File: src/sv/pngenc_pkg.sv
`default_nettype none
package pngenc_pkg;

    // default size limits
    localparam int MAX_WIDTH_DEF  = 4096;
    localparam int MAX_HEIGHT_DEF = 4096;

    // field widths
    localparam int PIX_W = 24;
    localparam int CFG_W = 13;

    // configuration register indexes
    localparam logic REG_WIDTH  = 1'b0;
    localparam logic REG_HEIGHT = 1'b1;

    localparam logic [31:0] CRC_INIT = 32'hFFFF_FFFF;
    localparam logic [31:0] CRC_POLY = 32'hEDB8_8320;
    localparam logic [16:0] ADLER_MOD = 17'd65521;
    localparam logic [15:0] BLK_MAX   = 16'hFFFF;

    // command word from front to back
    typedef struct packed {
        logic [PIX_W-1:0] px;
        logic             open;
        logic             first;
        logic             close;
        logic [CFG_W:0]   w;
        logic [CFG_W:0]   h;
    } t_cmd;

    // reflected CRC-32 over one byte
    function automatic logic [31:0] crc_byte(input logic [31:0] c_in, input logic [7:0] b);
        logic [31:0] c;
        c = c_in ^ {24'd0, b};
        for (int k = 0; k < 8; k++) begin
            c = c[0] ? (CRC_POLY ^ (c >> 1)) : (c >> 1);
        end
        return c;
    endfunction

endpackage
`default_nettype wire

File: src/sv/png_pix_if.sv
`default_nettype none
interface png_pix_if;
    import pngenc_pkg::*;
    logic             valid;
    logic             ready;
    logic [PIX_W-1:0] pixel_rgb;
    modport source (output valid, output pixel_rgb, input ready);
    modport sink (input valid, input pixel_rgb, output ready);
endinterface
`default_nettype wire

File: src/sv/png_byte_if.sv
`default_nettype none
interface png_byte_if;
    logic       valid;
    logic       ready;
    logic [7:0] out_byte;
    logic       file_end;
    modport source (output valid, output out_byte, output file_end, input ready);
    modport sink (input valid, input out_byte, input file_end, output ready);
endinterface
`default_nettype wire

File: src/sv/png_stored_deflate_encoder.sv
// PNG encoder, stored deflate, 8-bit RGBA output.
// i_pix carries one RGB pixel per word in raster order; o_byte carries the
// PNG file one byte per word, file_end set on the last IEND byte.
// Image size comes from the config port (index 0 width, 1 height), clamped to
// 1..MAX_WIDTH / 1..MAX_HEIGHT and latched on the first pixel of an image.
// Throughput: one output byte per cycle unless the receiver stalls or the queue
// runs empty. A pixel takes 4 bytes, 5 at a row start, plus 5 per stored block
// header; the first pixel adds 43 header bytes, the last 20 trailer bytes.
// The output byte rate sets the pixel rate.
// A two-word queue lets the front take pixels while the byte sequencer works.
// After a one-pixel image the next pixel is dropped; the one after opens a
// new file. A stalled receiver holds the output register; the sequencer and
// then the queue fill and i_pix.ready drops. Synchronous reset clears the
// sequencer, queue and counters; size registers reset to 1.
`default_nettype none
module png_stored_deflate_encoder
    import pngenc_pkg::*;
#(
    parameter int MAX_WIDTH  = MAX_WIDTH_DEF,
    parameter int MAX_HEIGHT = MAX_HEIGHT_DEF
) (
    input  wire              i_clk,
    input  wire              i_rst_n,
    input  wire              i_cfg_we,
    input  wire              i_cfg_idx,
    input  wire  [CFG_W-1:0] i_cfg_data,
    png_pix_if.sink          i_pix,
    png_byte_if.source       o_byte
);
    t_cmd q_in, q_out;
    logic q_push, q_pop, q_full, q_empty;

    pngenc_front #(.MAX_WIDTH(MAX_WIDTH), .MAX_HEIGHT(MAX_HEIGHT)) u_front (
        .i_clk      (i_clk),
        .i_rst_n    (i_rst_n),
        .i_cfg_we   (i_cfg_we),
        .i_cfg_idx  (i_cfg_idx),
        .i_cfg_data (i_cfg_data),
        .i_valid    (i_pix.valid),
        .o_ready    (i_pix.ready),
        .i_pixel    (i_pix.pixel_rgb),
        .o_push     (q_push),
        .o_cmd      (q_in),
        .i_full     (q_full)
    );

    pngenc_queue u_queue (
        .i_clk   (i_clk),
        .i_rst_n (i_rst_n),
        .i_push  (q_push),
        .i_data  (q_in),
        .o_full  (q_full),
        .i_pop   (q_pop),
        .o_data  (q_out),
        .o_empty (q_empty)
    );

    pngenc_back #(.MAX_WIDTH(MAX_WIDTH), .MAX_HEIGHT(MAX_HEIGHT)) u_back (
        .i_clk   (i_clk),
        .i_rst_n (i_rst_n),
        .i_cmd   (q_out),
        .i_empty (q_empty),
        .o_pop   (q_pop),
        .o_valid (o_byte.valid),
        .i_ready (o_byte.ready),
        .o_byte  (o_byte.out_byte),
        .o_end   (o_byte.file_end)
    );

    // queue is never read empty
    a_no_underflow: assert property (@(posedge i_clk) disable iff (!i_rst_n)
        !(q_pop && q_empty)) else $error("queue underflow");

    // queue is never written full
    a_no_overflow: assert property (@(posedge i_clk) disable iff (!i_rst_n)
        !(q_push && q_full)) else $error("queue overflow");

    // a stalled output word holds until it is taken
    a_out_hold: assert property (@(posedge i_clk) disable iff (!i_rst_n)
        (o_byte.valid && !o_byte.ready) |=> (o_byte.valid
        && $stable(o_byte.out_byte) && $stable(o_byte.file_end)))
        else $error("output word changed under stall");
endmodule
`default_nettype wire

File: src/sv/pngenc_queue.sv
`default_nettype none
module pngenc_queue
    import pngenc_pkg::*;
(
    input  wire  i_clk,
    input  wire  i_rst_n,
    input  wire  i_push,
    input  t_cmd i_data,
    output logic o_full,
    input  wire  i_pop,
    output t_cmd o_data,
    output logic o_empty
);
    // two-word queue, head in slot 0
    t_cmd       r_slot [2];
    logic [1:0] r_cnt;

    assign o_full  = (r_cnt == 2'd2);
    assign o_empty = (r_cnt == 2'd0);
    assign o_data  = r_slot[0];

    always_ff @(posedge i_clk) begin
        if (!i_rst_n) begin
            r_cnt <= 2'd0;
        end else begin
            r_cnt <= r_cnt + {1'b0, i_push} - {1'b0, i_pop};
        end
    end

    // payload shift
    always_ff @(posedge i_clk) begin
        if (i_pop) begin
            r_slot[0] <= r_slot[1];
            if (i_push && r_cnt == 2'd1) r_slot[0] <= i_data;
            if (i_push && r_cnt == 2'd2) r_slot[1] <= i_data;
        end else if (i_push) begin
            if (r_cnt == 2'd0) r_slot[0] <= i_data;
            else r_slot[1] <= i_data;
        end
    end
endmodule
`default_nettype wire

File: src/sv/pngenc_front.sv
`default_nettype none
module pngenc_front
    import pngenc_pkg::*;
#(
    parameter int MAX_WIDTH  = MAX_WIDTH_DEF,
    parameter int MAX_HEIGHT = MAX_HEIGHT_DEF
) (
    input  wire              i_clk,
    input  wire              i_rst_n,
    input  wire              i_cfg_we,
    input  wire              i_cfg_idx,
    input  wire  [CFG_W-1:0] i_cfg_data,
    input  wire              i_valid,
    output logic             o_ready,
    input  wire  [PIX_W-1:0] i_pixel,
    output logic             o_push,
    output t_cmd             o_cmd,
    input  wire              i_full
);
    localparam int WW = $clog2(MAX_WIDTH + 1);
    localparam int HW = $clog2(MAX_HEIGHT + 1);

    logic [CFG_W-1:0] r_cfg_w, r_cfg_h;
    logic [WW-1:0]    r_col, r_lat_w, n_col, w_eff;
    logic [HW-1:0]    r_row, r_lat_h, n_row, h_eff;
    logic             r_active, r_skip;
    logic             acc, open, row_end, img_end;

    // configuration registers
    always_ff @(posedge i_clk) begin
        if (!i_rst_n) begin
            r_cfg_w <= CFG_W'(1);
            r_cfg_h <= CFG_W'(1);
        end else if (i_cfg_we) begin
            if (i_cfg_idx == REG_WIDTH) r_cfg_w <= i_cfg_data;
            if (i_cfg_idx == REG_HEIGHT) r_cfg_h <= i_cfg_data;
        end
    end

    // size clamp at image open
    always_comb begin
        w_eff = r_lat_w;
        h_eff = r_lat_h;
        if (!r_active) begin
            if (r_cfg_w == '0) w_eff = WW'(1);
            else if (32'(r_cfg_w) > 32'(MAX_WIDTH)) w_eff = WW'(MAX_WIDTH);
            else w_eff = WW'(r_cfg_w);
            if (r_cfg_h == '0) h_eff = HW'(1);
            else if (32'(r_cfg_h) > 32'(MAX_HEIGHT)) h_eff = HW'(MAX_HEIGHT);
            else h_eff = HW'(r_cfg_h);
        end
    end

    assign o_ready = !i_full;
    assign acc     = i_valid && o_ready;
    assign open    = !r_active;
    assign n_col   = r_col + WW'(1);
    assign n_row   = r_row + HW'(1);
    assign row_end = (n_col >= w_eff);
    assign img_end = row_end && (n_row >= h_eff);

    // classify the word
    assign o_push      = acc && !r_skip;
    assign o_cmd.px    = i_pixel;
    assign o_cmd.open  = open;
    assign o_cmd.first = (r_col == '0);
    assign o_cmd.close = img_end;
    assign o_cmd.w     = (CFG_W + 1)'(w_eff);
    assign o_cmd.h     = (CFG_W + 1)'(h_eff);

    // position tracking; a one-pixel image eats the following pixel
    always_ff @(posedge i_clk) begin
        if (!i_rst_n) begin
            r_col    <= '0;
            r_row    <= '0;
            r_active <= 1'b0;
            r_skip   <= 1'b0;
            r_lat_w  <= WW'(1);
            r_lat_h  <= HW'(1);
        end else if (acc) begin
            if (r_skip) begin
                r_skip <= 1'b0;
            end else begin
                r_lat_w <= w_eff;
                r_lat_h <= h_eff;
                if (img_end) begin
                    r_col    <= '0;
                    r_row    <= '0;
                    r_active <= 1'b0;
                    r_skip   <= open;
                end else if (row_end) begin
                    r_col    <= '0;
                    r_row    <= n_row;
                    r_active <= 1'b1;
                end else begin
                    r_col    <= n_col;
                    r_active <= 1'b1;
                end
            end
        end
    end
endmodule
`default_nettype wire

File: src/sv/pngenc_back.sv
`default_nettype none
module pngenc_back
    import pngenc_pkg::*;
#(
    parameter int MAX_WIDTH  = MAX_WIDTH_DEF,
    parameter int MAX_HEIGHT = MAX_HEIGHT_DEF
) (
    input  wire        i_clk,
    input  wire        i_rst_n,
    input  t_cmd       i_cmd,
    input  wire        i_empty,
    output logic       o_pop,
    output logic       o_valid,
    input  wire        i_ready,
    output logic [7:0] o_byte,
    output logic       o_end
);
    localparam int WW    = $clog2(MAX_WIDTH + 1);
    localparam int HW    = $clog2(MAX_HEIGHT + 1);
    localparam int RAW_W = (WW + HW + 2 > 17) ? WW + HW + 2 : 17;

    localparam logic [2:0] PH_IDLE = 3'd0;
    localparam logic [2:0] PH_HDR  = 3'd1;
    localparam logic [2:0] PH_BLK  = 3'd2;
    localparam logic [2:0] PH_DAT  = 3'd3;
    localparam logic [2:0] PH_TAIL = 3'd4;

    logic [2:0]       r_ph, n_ph;
    logic [5:0]       r_idx, n_idx;
    logic [2:0]       r_sub, n_sub;
    t_cmd             r_cur, n_cur;
    logic [RAW_W-1:0] r_raw, n_raw;
    logic [15:0]      r_blk, n_blk, r_nblk, blk_len, q0;
    logic [31:0]      r_crc, n_crc, r_idat, w32, h32, crc_x, adler, x32;
    logic [16:0]      rem, lo_sum, hi_sum;
    logic [15:0]      r_alo, n_alo, r_ahi, n_ahi, lo_mod;
    logic             r_ov, r_oe;
    logic [7:0]       r_ob, byt;
    logic             fire, use_crc, done, is_end;

    assign w32   = 32'(r_cur.w);
    assign h32   = 32'(r_cur.h);
    assign crc_x = r_crc ^ CRC_INIT;
    assign adler = {r_ahi, r_alo};
    assign blk_len = (r_raw > RAW_W'(BLK_MAX)) ? BLK_MAX : r_raw[15:0];

    // block count and IDAT length, settled during the signature bytes
    assign x32 = 32'(r_raw) + 32'd65534;
    assign q0  = x32[31:16];
    assign rem = {1'b0, x32[15:0]} + {1'b0, q0};
    always_ff @(posedge i_clk) begin
        r_nblk <= q0 + 16'(rem >= 17'd65535);
        r_idat <= 32'(r_raw) + 32'(r_nblk) * 32'd5 + 32'd6;
    end

    // byte selection
    always_comb begin
        byt     = 8'd0;
        use_crc = 1'b0;
        is_end  = 1'b0;
        case (r_ph)
            PH_HDR: begin
                use_crc = 1'b1;
                case (r_idx)
                    6'd0: begin byt = 8'd137; use_crc = 1'b0; end
                    6'd1: begin byt = 8'd80;  use_crc = 1'b0; end
                    6'd2: begin byt = 8'd78;  use_crc = 1'b0; end
                    6'd3: begin byt = 8'd71;  use_crc = 1'b0; end
                    6'd4: begin byt = 8'd13;  use_crc = 1'b0; end
                    6'd5: begin byt = 8'd10;  use_crc = 1'b0; end
                    6'd6: begin byt = 8'd26;  use_crc = 1'b0; end
                    6'd7: begin byt = 8'd10;  use_crc = 1'b0; end
                    6'd8, 6'd9, 6'd10: begin byt = 8'd0; use_crc = 1'b0; end
                    6'd11: begin byt = 8'd13; use_crc = 1'b0; end
                    6'd12: byt = 8'h49;
                    6'd13: byt = 8'h48;
                    6'd14: byt = 8'h44;
                    6'd15: byt = 8'h52;
                    6'd16: byt = w32[31:24];
                    6'd17: byt = w32[23:16];
                    6'd18: byt = w32[15:8];
                    6'd19: byt = w32[7:0];
                    6'd20: byt = h32[31:24];
                    6'd21: byt = h32[23:16];
                    6'd22: byt = h32[15:8];
                    6'd23: byt = h32[7:0];
                    6'd24: byt = 8'd8;
                    6'd25: byt = 8'd6;
                    6'd26, 6'd27, 6'd28: byt = 8'd0;
                    6'd29: begin byt = crc_x[31:24]; use_crc = 1'b0; end
                    6'd30: begin byt = crc_x[23:16]; use_crc = 1'b0; end
                    6'd31: begin byt = crc_x[15:8];  use_crc = 1'b0; end
                    6'd32: begin byt = crc_x[7:0];   use_crc = 1'b0; end
                    6'd33: begin byt = r_idat[31:24]; use_crc = 1'b0; end
                    6'd34: begin byt = r_idat[23:16]; use_crc = 1'b0; end
                    6'd35: begin byt = r_idat[15:8];  use_crc = 1'b0; end
                    6'd36: begin byt = r_idat[7:0];   use_crc = 1'b0; end
                    6'd37: byt = 8'h49;
                    6'd38: byt = 8'h44;
                    6'd39: byt = 8'h41;
                    6'd40: byt = 8'h54;
                    6'd41: byt = 8'h78;
                    default: byt = 8'h01;
                endcase
            end
            PH_BLK: begin
                use_crc = 1'b1;
                case (r_idx[2:0])
                    3'd0: byt = (RAW_W'(blk_len) == r_raw) ? 8'h01 : 8'h00;
                    3'd1: byt = blk_len[7:0];
                    3'd2: byt = blk_len[15:8];
                    3'd3: byt = ~blk_len[7:0];
                    default: byt = ~blk_len[15:8];
                endcase
            end
            PH_DAT: begin
                use_crc = 1'b1;
                case (r_sub)
                    3'd0: byt = 8'h00;
                    3'd1: byt = r_cur.px[23:16];
                    3'd2: byt = r_cur.px[15:8];
                    3'd3: byt = r_cur.px[7:0];
                    default: byt = 8'hFF;
                endcase
            end
            PH_TAIL: begin
                case (r_idx)
                    6'd0: begin byt = adler[31:24]; use_crc = 1'b1; end
                    6'd1: begin byt = adler[23:16]; use_crc = 1'b1; end
                    6'd2: begin byt = adler[15:8];  use_crc = 1'b1; end
                    6'd3: begin byt = adler[7:0];   use_crc = 1'b1; end
                    6'd4, 6'd16: byt = crc_x[31:24];
                    6'd5, 6'd17: byt = crc_x[23:16];
                    6'd6, 6'd18: byt = crc_x[15:8];
                    6'd7: byt = crc_x[7:0];
                    6'd12: begin byt = 8'h49; use_crc = 1'b1; end
                    6'd13: begin byt = 8'h45; use_crc = 1'b1; end
                    6'd14: begin byt = 8'h4E; use_crc = 1'b1; end
                    6'd15: begin byt = 8'h44; use_crc = 1'b1; end
                    6'd19: begin byt = crc_x[7:0]; is_end = 1'b1; end
                    default: byt = 8'h00;
                endcase
            end
            default: byt = 8'h00;
        endcase
    end

    // Adler-32 step, one compare-subtract per half
    assign lo_sum = {1'b0, r_alo} + {9'd0, byt};
    assign lo_mod = (lo_sum >= ADLER_MOD) ? 16'(lo_sum - ADLER_MOD) : lo_sum[15:0];
    assign hi_sum = {1'b0, r_ahi} + {1'b0, lo_mod};

    assign fire = (r_ph != PH_IDLE) && (!r_ov || i_ready);

    // sequencer
    always_comb begin
        n_ph  = r_ph;
        n_idx = r_idx;
        n_sub = r_sub;
        n_cur = r_cur;
        n_raw = r_raw;
        n_blk = r_blk;
        n_alo = r_alo;
        n_ahi = r_ahi;
        n_crc = r_crc;
        done  = 1'b0;
        o_pop = 1'b0;
        if (fire) begin
            if (use_crc) n_crc = crc_byte(r_crc, byt);
            n_idx = r_idx + 6'd1;
            case (r_ph)
                PH_HDR: begin
                    if (r_idx == 6'd11 || r_idx == 6'd36) n_crc = CRC_INIT;
                    if (r_idx == 6'd42) begin
                        n_ph  = PH_BLK;
                        n_idx = '0;
                        n_sub = r_cur.first ? 3'd0 : 3'd1;
                    end
                end
                PH_BLK: begin
                    if (r_idx == 6'd4) begin
                        n_blk = blk_len;
                        n_ph  = PH_DAT;
                    end
                end
                PH_DAT: begin
                    n_alo = lo_mod;
                    n_ahi = (hi_sum >= ADLER_MOD) ? 16'(hi_sum - ADLER_MOD) : hi_sum[15:0];
                    n_blk = r_blk - 16'd1;
                    n_raw = r_raw - RAW_W'(1);
                    n_idx = '0;
                    if (r_sub == 3'd4) begin
                        if (r_cur.close) n_ph = PH_TAIL;
                        else done = 1'b1;
                    end else begin
                        n_sub = r_sub + 3'd1;
                        n_ph  = (n_blk == '0) ? PH_BLK : PH_DAT;
                    end
                end
                PH_TAIL: begin
                    if (r_idx == 6'd11) n_crc = CRC_INIT;
                    if (r_idx == 6'd19) done = 1'b1;
                end
                default: ;
            endcase
        end
        if (r_ph == PH_IDLE) done = 1'b1;
        // next word straight after the last byte of this one
        if (done) begin
            n_ph = PH_IDLE;
            if (!i_empty) begin
                o_pop = 1'b1;
                n_cur = i_cmd;
                n_idx = '0;
                n_sub = i_cmd.first ? 3'd0 : 3'd1;
                if (i_cmd.open) begin
                    n_ph  = PH_HDR;
                    n_raw = RAW_W'((RAW_W'(i_cmd.w) * RAW_W'(4) + RAW_W'(1))
                                   * RAW_W'(i_cmd.h));
                    n_alo = 16'd1;
                    n_ahi = 16'd0;
                    n_blk = '0;
                end else begin
                    n_ph = (n_blk == '0) ? PH_BLK : PH_DAT;
                end
            end
        end
    end

    always_ff @(posedge i_clk) begin
        if (!i_rst_n) begin
            r_ph  <= PH_IDLE;
            r_idx <= '0;
            r_sub <= '0;
            r_raw <= '0;
            r_blk <= '0;
            r_alo <= 16'd1;
            r_ahi <= 16'd0;
            r_crc <= CRC_INIT;
            r_ov  <= 1'b0;
        end else begin
            r_ph  <= n_ph;
            r_idx <= n_idx;
            r_sub <= n_sub;
            r_raw <= n_raw;
            r_blk <= n_blk;
            r_alo <= n_alo;
            r_ahi <= n_ahi;
            r_crc <= n_crc;
            if (fire) r_ov <= 1'b1;
            else if (i_ready) r_ov <= 1'b0;
        end
    end

    // output word register
    always_ff @(posedge i_clk) begin
        r_cur <= n_cur;
        if (fire) begin
            r_ob <= byt;
            r_oe <= is_end;
        end
    end

    assign o_valid = r_ov;
    assign o_byte  = r_ob;
    assign o_end   = r_oe;
endmodule
`default_nettype wire
File: src/flat_wrapper.sv
// flat-port wrapper written by rule: the top's interface ports become plain ports
module png_stored_deflate_encoder_flat import pngenc_pkg::*;
#(
    parameter int MAX_WIDTH  = MAX_WIDTH_DEF,
    parameter int MAX_HEIGHT = MAX_HEIGHT_DEF
)
  (i_clk, i_rst_n, i_cfg_we, i_cfg_idx, i_cfg_data, i_pix_valid, i_pix_pixel_rgb, i_pix_ready, o_byte_valid, o_byte_out_byte, o_byte_file_end, o_byte_ready);
  png_pix_if i_pix_i ();
  png_byte_if o_byte_i ();
  input  wire i_clk;
  input  wire i_rst_n;
  input  wire i_cfg_we;
  input  wire i_cfg_idx;
  input  wire  [CFG_W-1:0] i_cfg_data;
  input wire logic [$bits(i_pix_i.valid)-1:0] i_pix_valid;
  input wire logic [$bits(i_pix_i.pixel_rgb)-1:0] i_pix_pixel_rgb;
  output wire logic [$bits(i_pix_i.ready)-1:0] i_pix_ready;
  output wire logic [$bits(o_byte_i.valid)-1:0] o_byte_valid;
  output wire logic [$bits(o_byte_i.out_byte)-1:0] o_byte_out_byte;
  output wire logic [$bits(o_byte_i.file_end)-1:0] o_byte_file_end;
  input wire logic [$bits(o_byte_i.ready)-1:0] o_byte_ready;
  assign i_pix_i.valid = i_pix_valid;
  assign i_pix_i.pixel_rgb = i_pix_pixel_rgb;
  assign i_pix_ready = i_pix_i.ready;
  assign o_byte_valid = o_byte_i.valid;
  assign o_byte_out_byte = o_byte_i.out_byte;
  assign o_byte_file_end = o_byte_i.file_end;
  assign o_byte_i.ready = o_byte_ready;
  png_stored_deflate_encoder #(.MAX_WIDTH(MAX_WIDTH), .MAX_HEIGHT(MAX_HEIGHT)) u_core (.i_clk(i_clk), .i_rst_n(i_rst_n), .i_cfg_we(i_cfg_we), .i_cfg_idx(i_cfg_idx), .i_cfg_data(i_cfg_data), .i_pix(i_pix_i), .o_byte(o_byte_i));
endmodule
File: config.mk
export PLATFORM = sky130hd
export DESIGN_NAME = png_stored_deflate_encoder_flat
export DESIGN_NICKNAME = d
export VERILOG_FILES = /design/src/sv/pngenc_pkg.sv /design/src/sv/png_pix_if.sv /design/src/sv/png_byte_if.sv /design/src/sv/png_stored_deflate_encoder.sv /design/src/sv/pngenc_queue.sv /design/src/sv/pngenc_front.sv /design/src/sv/pngenc_back.sv /design/src/flat_wrapper.sv
export SDC_FILE = /design/constraint.sdc
export NUM_CORES = 2
export LEC_CHECK = 0
export BUFFER_PORTS_ARGS = -buffer_cell sky130_fd_sc_hd__buf_2
export CORE_MARGIN = 2
export CORE_UTILIZATION = 50
export DETAILED_ROUTE_END_ITERATION = 16
export PLACE_DENSITY = 0.63
export SETUP_SLACK_MARGIN = 0.1
export SLEW_MARGIN = 20
export SYNTH_ARGS = -nofsm -noshare
export SYNTH_HDL_FRONTEND = slang
export SYNTH_SLANG_ARGS = --single-unit
File: constraint.sdc
create_clock -name i_clk -period 18.6 [get_ports i_clk]
set_input_delay 0 -clock i_clk [delete_from_list [all_inputs] [get_ports i_clk]]
set_output_delay 0 -clock i_clk [all_outputs]
set_load 0.05 [all_outputs]
==> impl_results.md <==
* Area leader, netlist: edfxtp_1
* WL per Instance at 21.7 µm
* Reg2reg end: u_core.u_back.r_ahi[13]
* Antenna violations before repair at 1
* Nets at 3996
* FFs w/ async S/R, synth at 0%
* Die ar. at 64900 µm²
* CP dominant cell by count: a21oi_1
* Initial DRC count at 2239
* First-pass GRT wire length at 150000 µm
* Outcome: completed
* CTS resizes at 0
* Max H-tree Level at 2
* Fillers at 5648
* Ratio of cells with drive above 1 in the final layout at 6.43%
* Count of state elements after synthesis at 413
* Max stage delay cell, worst path: dfxtp_1
* Worst Path Max Fanout at 20
* WP data required at 19.14 ns
* R2R depth at 33
* Vias in the first global route at 25596
* Final slew viol count at 0
* Overflow after GRT at 0
* CP startpoint kind: flip-flop
* Crit share post-route at 53.9%
* Ant. Diodes at 0
* Min-Delay Path Class: in -> reg
* Worst R2R Start: u_core.u_back.r_idx[5]
* Register area share after synthesis at 31.6%
* Synthesized net count at 4003
* Top FF cell, synth: dfxtp_1
* I/O Buffers at 53
* Vias per std cell at 5.95
* Via count at 26426
* Commonest non-fill, non-tap cell in the layout: nand2_1
* Final ANT Viol Nets at 0
* CTS buffer count at 45
* Measured slew at the worst slew-check pin at 0.994 ns
* Post-CTS Setup Bufs at 0
* Clock skew at 0.0189 ns
* Starting Density at 50.8%
* Worst path bufs/invs at 2
* Area of the core at 61900 µm²
* P&R area growth vs syn at 8.86%
* Final Wtd Congestion at 1.00
* CP delay by family, top: simple AND/OR/NAND/NOR gates
* Top-area cell type share of the netlist area at 16.0%
* Commonest cells after routing, fill and taps aside: 402 x nand2_1, 275 x nor2_1, 269 x inv_1, 249 x ha_1, 246 x dfxtp_1
* Final setup viols at 0
* CTS max path bufs at 3
* Max_slew headroom at 33.7%
* TNS Setup at 0 ns
* TritonCTS clock tree: built
* Drt pass-1 iters at 7
* Largest net degree at the start of global routing at 79
* CP arrival at 10.56 ns
* Tmin final at 10.02 ns
* Post-synth cell types at 106
* CP Capture Type: flip-flop
* Maximum achievable frequency at 0.0998 GHz
* Global-route usage over all layers at 29.8%
* MaxCap Viol Count at 0
* EDFF count, synth at 167
* Worst Hold Depth at 2
* Cells after Synth at 3578
* WL final at 96300 µm
* CTS sink cnt at 413
* Final HPWL DP at 71200 µm
* Hold worst-path end: u_core.u_queue.r_slot[0][98]
* Clk root buf: clkbuf_16
* # DRC at 0
* Min-delay src: i_pix_pixel_rgb[12]
* Cell row count at 91
* Ranking of synthesized cells by area: edfxtp_1 16%, dfxtp_1 16%, ha_1 9.9%
* Ports at 54
* Post-Syn Area at 31400 µm²
* CP max stage delay at 0.93 ns
* Die span in x at 255 µm
* Clock transition at path regs at 0.06 ns
* Final Hold Fails at 0
* Synth Warn # at 0
* RSZ-0062 raised after global routing: false
* Syn_area_per_cell at 8.79 µm²
* Insertion delay to the later sink of the worst-skew pair at 0.60 ns
* Die Height at 255 µm
* Internal reg-to-reg setup slack at 8.58 ns
* Crit path kind: reg -> reg
==> what timing repair did <==
action / 4_1_cts / 5_1_grt
hold buffers: 53 / 0
setup endpoints to repair: 0 / 0
endpoints found under the hold margin: 85 / 0
==> worst max-delay path by stage <==
stage                           start  cells past startpoint                 endpoint
4_1_cts        u_core.u_back.r_idx[5]                     33  u_core.u_back.r_ahi[13]
2_1_floorplan  u_core.u_back.r_idx[1]                     37  u_core.u_back.r_ahi[13]
5_1_grt        u_core.u_back.r_idx[5]                     33  u_core.u_back.r_ahi[13]
6_report       u_core.u_back.r_idx[5]                     33  u_core.u_back.r_ahi[13]
3_5_place_dp   u_core.u_back.r_idx[5]                     33  u_core.u_back.r_ahi[13]
3_3_place_gp   u_core.u_back.r_idx[5]                     33  u_core.u_back.r_ahi[13]
==> synthesized netlist by cell type, types with 32 or more instances <==
| master | count |
|---|---|
| nor2_1 | 277 |
| dfxtp_1 | 246 |
| ha_1 | 249 |
| clkbuf_1 | 160 |
| a211oi_1 | 43 |
| xnor2_1 | 134 |
| and3_1 | 40 |
| nand3_1 | 89 |
| nand2b_1 | 46 |
| nand2_1 | 405 |
| fa_1 | 133 |
| and2_1 | 102 |
| nor3_1 | 91 |
| o22ai_1 | 38 |
| nor4_1 | 32 |
| xor2_1 | 102 |
| a21o_1 | 34 |
| o21ai_0 | 160 |
| edfxtp_1 | 167 |
| inv_1 | 270 |
| a21oi_1 | 238 |
==> through the flow <==
step / std cells / util [%] / cell area [µm²] / hold WS, ns / setup slack, ns
after floorplan: 3578 / - / 31400 / 0.0989 / 10.64
after global placement: 4308 / 52.1 / 32200 / 0.195 / 9.33
after detailed placement: 4308 / 52.1 / 32200 / 0.194 / 8.80
after CTS: 4444 / 55.2 / 34200 / 0.101 / 8.75
after global routing: 4444 / 55.3 / 34200 / 0.114 / 7.78
final: 4444 / 55.3 / 34200 / 0.122 / 8.58
==> registers in the layout, indices dropped and copies added, names as in the netlist, 6 cells and up <==
signal                  flops
u_core.u_back.r_ahi        16
u_core.u_back.o_byte        8
u_core.u_back.r_alo        16
u_core.u_front.r_row       13
u_core.u_back.r_idat       29
u_core.u_front.r_col       13
u_core.u_front.r_cfg_h     13
u_core.u_front.r_cfg_w     13
u_core.u_back.r_cur        39
u_core.u_back.r_crc        32
u_core.u_back.r_blk        16
u_core.u_front.r_lat_h     13
u_core.u_back.r_idx         6
u_core.u_back.r_nblk       14
u_core.u_queue.r_slot     106
u_core.u_back.r_raw        28
u_core.u_back.h32          13
u_core.u_front.r_lat_w     13
==> metal layers <==
| layer | GRT usage [%] | vias to the layer above | part of all wire (%) |
|---|---|---|---|
| li1 | - | 12441 | - |
| met2 | 46.0 | 934 | 44 |
| met3 | 3.97 | 139 | 6.9 |
| met4 | 7.90 | 2 | 2.4 |
| met1 | 43.9 | 12910 | 46 |
| met5 | 0 | - | 0.0073 |
==> logic make-up (layout without fill, tap and decap cells) <==
kind of cell	after synthesis	after routing	synth area share, %
simple gates	1246	1246	19.3
compound gates	793	793	16.2
buf+inv	467	496	5.78
flops	413	413	31.6
fa+ha+maj	382	382	18.4
xor+xnor	257	257	8.00
mux	19	19	0.633
other cells	1	1	0.0119
==> area by class of cell <==
| cell class | instances | area, µm² | area share (%) |
|---|---|---|---|
| clock inverter | 23 | 211 | 0.618 |
| timing repair buffer | 141 | 1060 | 3.09 |
| sequential | 413 | 9940 | 29.0 |
| inverter | 272 | 1020 | 2.98 |
| clock buffer | 60 | 1230 | 3.60 |
| multi-input combinational | 2698 | 19700 | 57.6 |
| tap | 837 | 1050 | 3.06 |
Power is left out: the tool's default activity adds up to more than one toggle a clock period on the data nets, which glitch-free logic cannot reach.
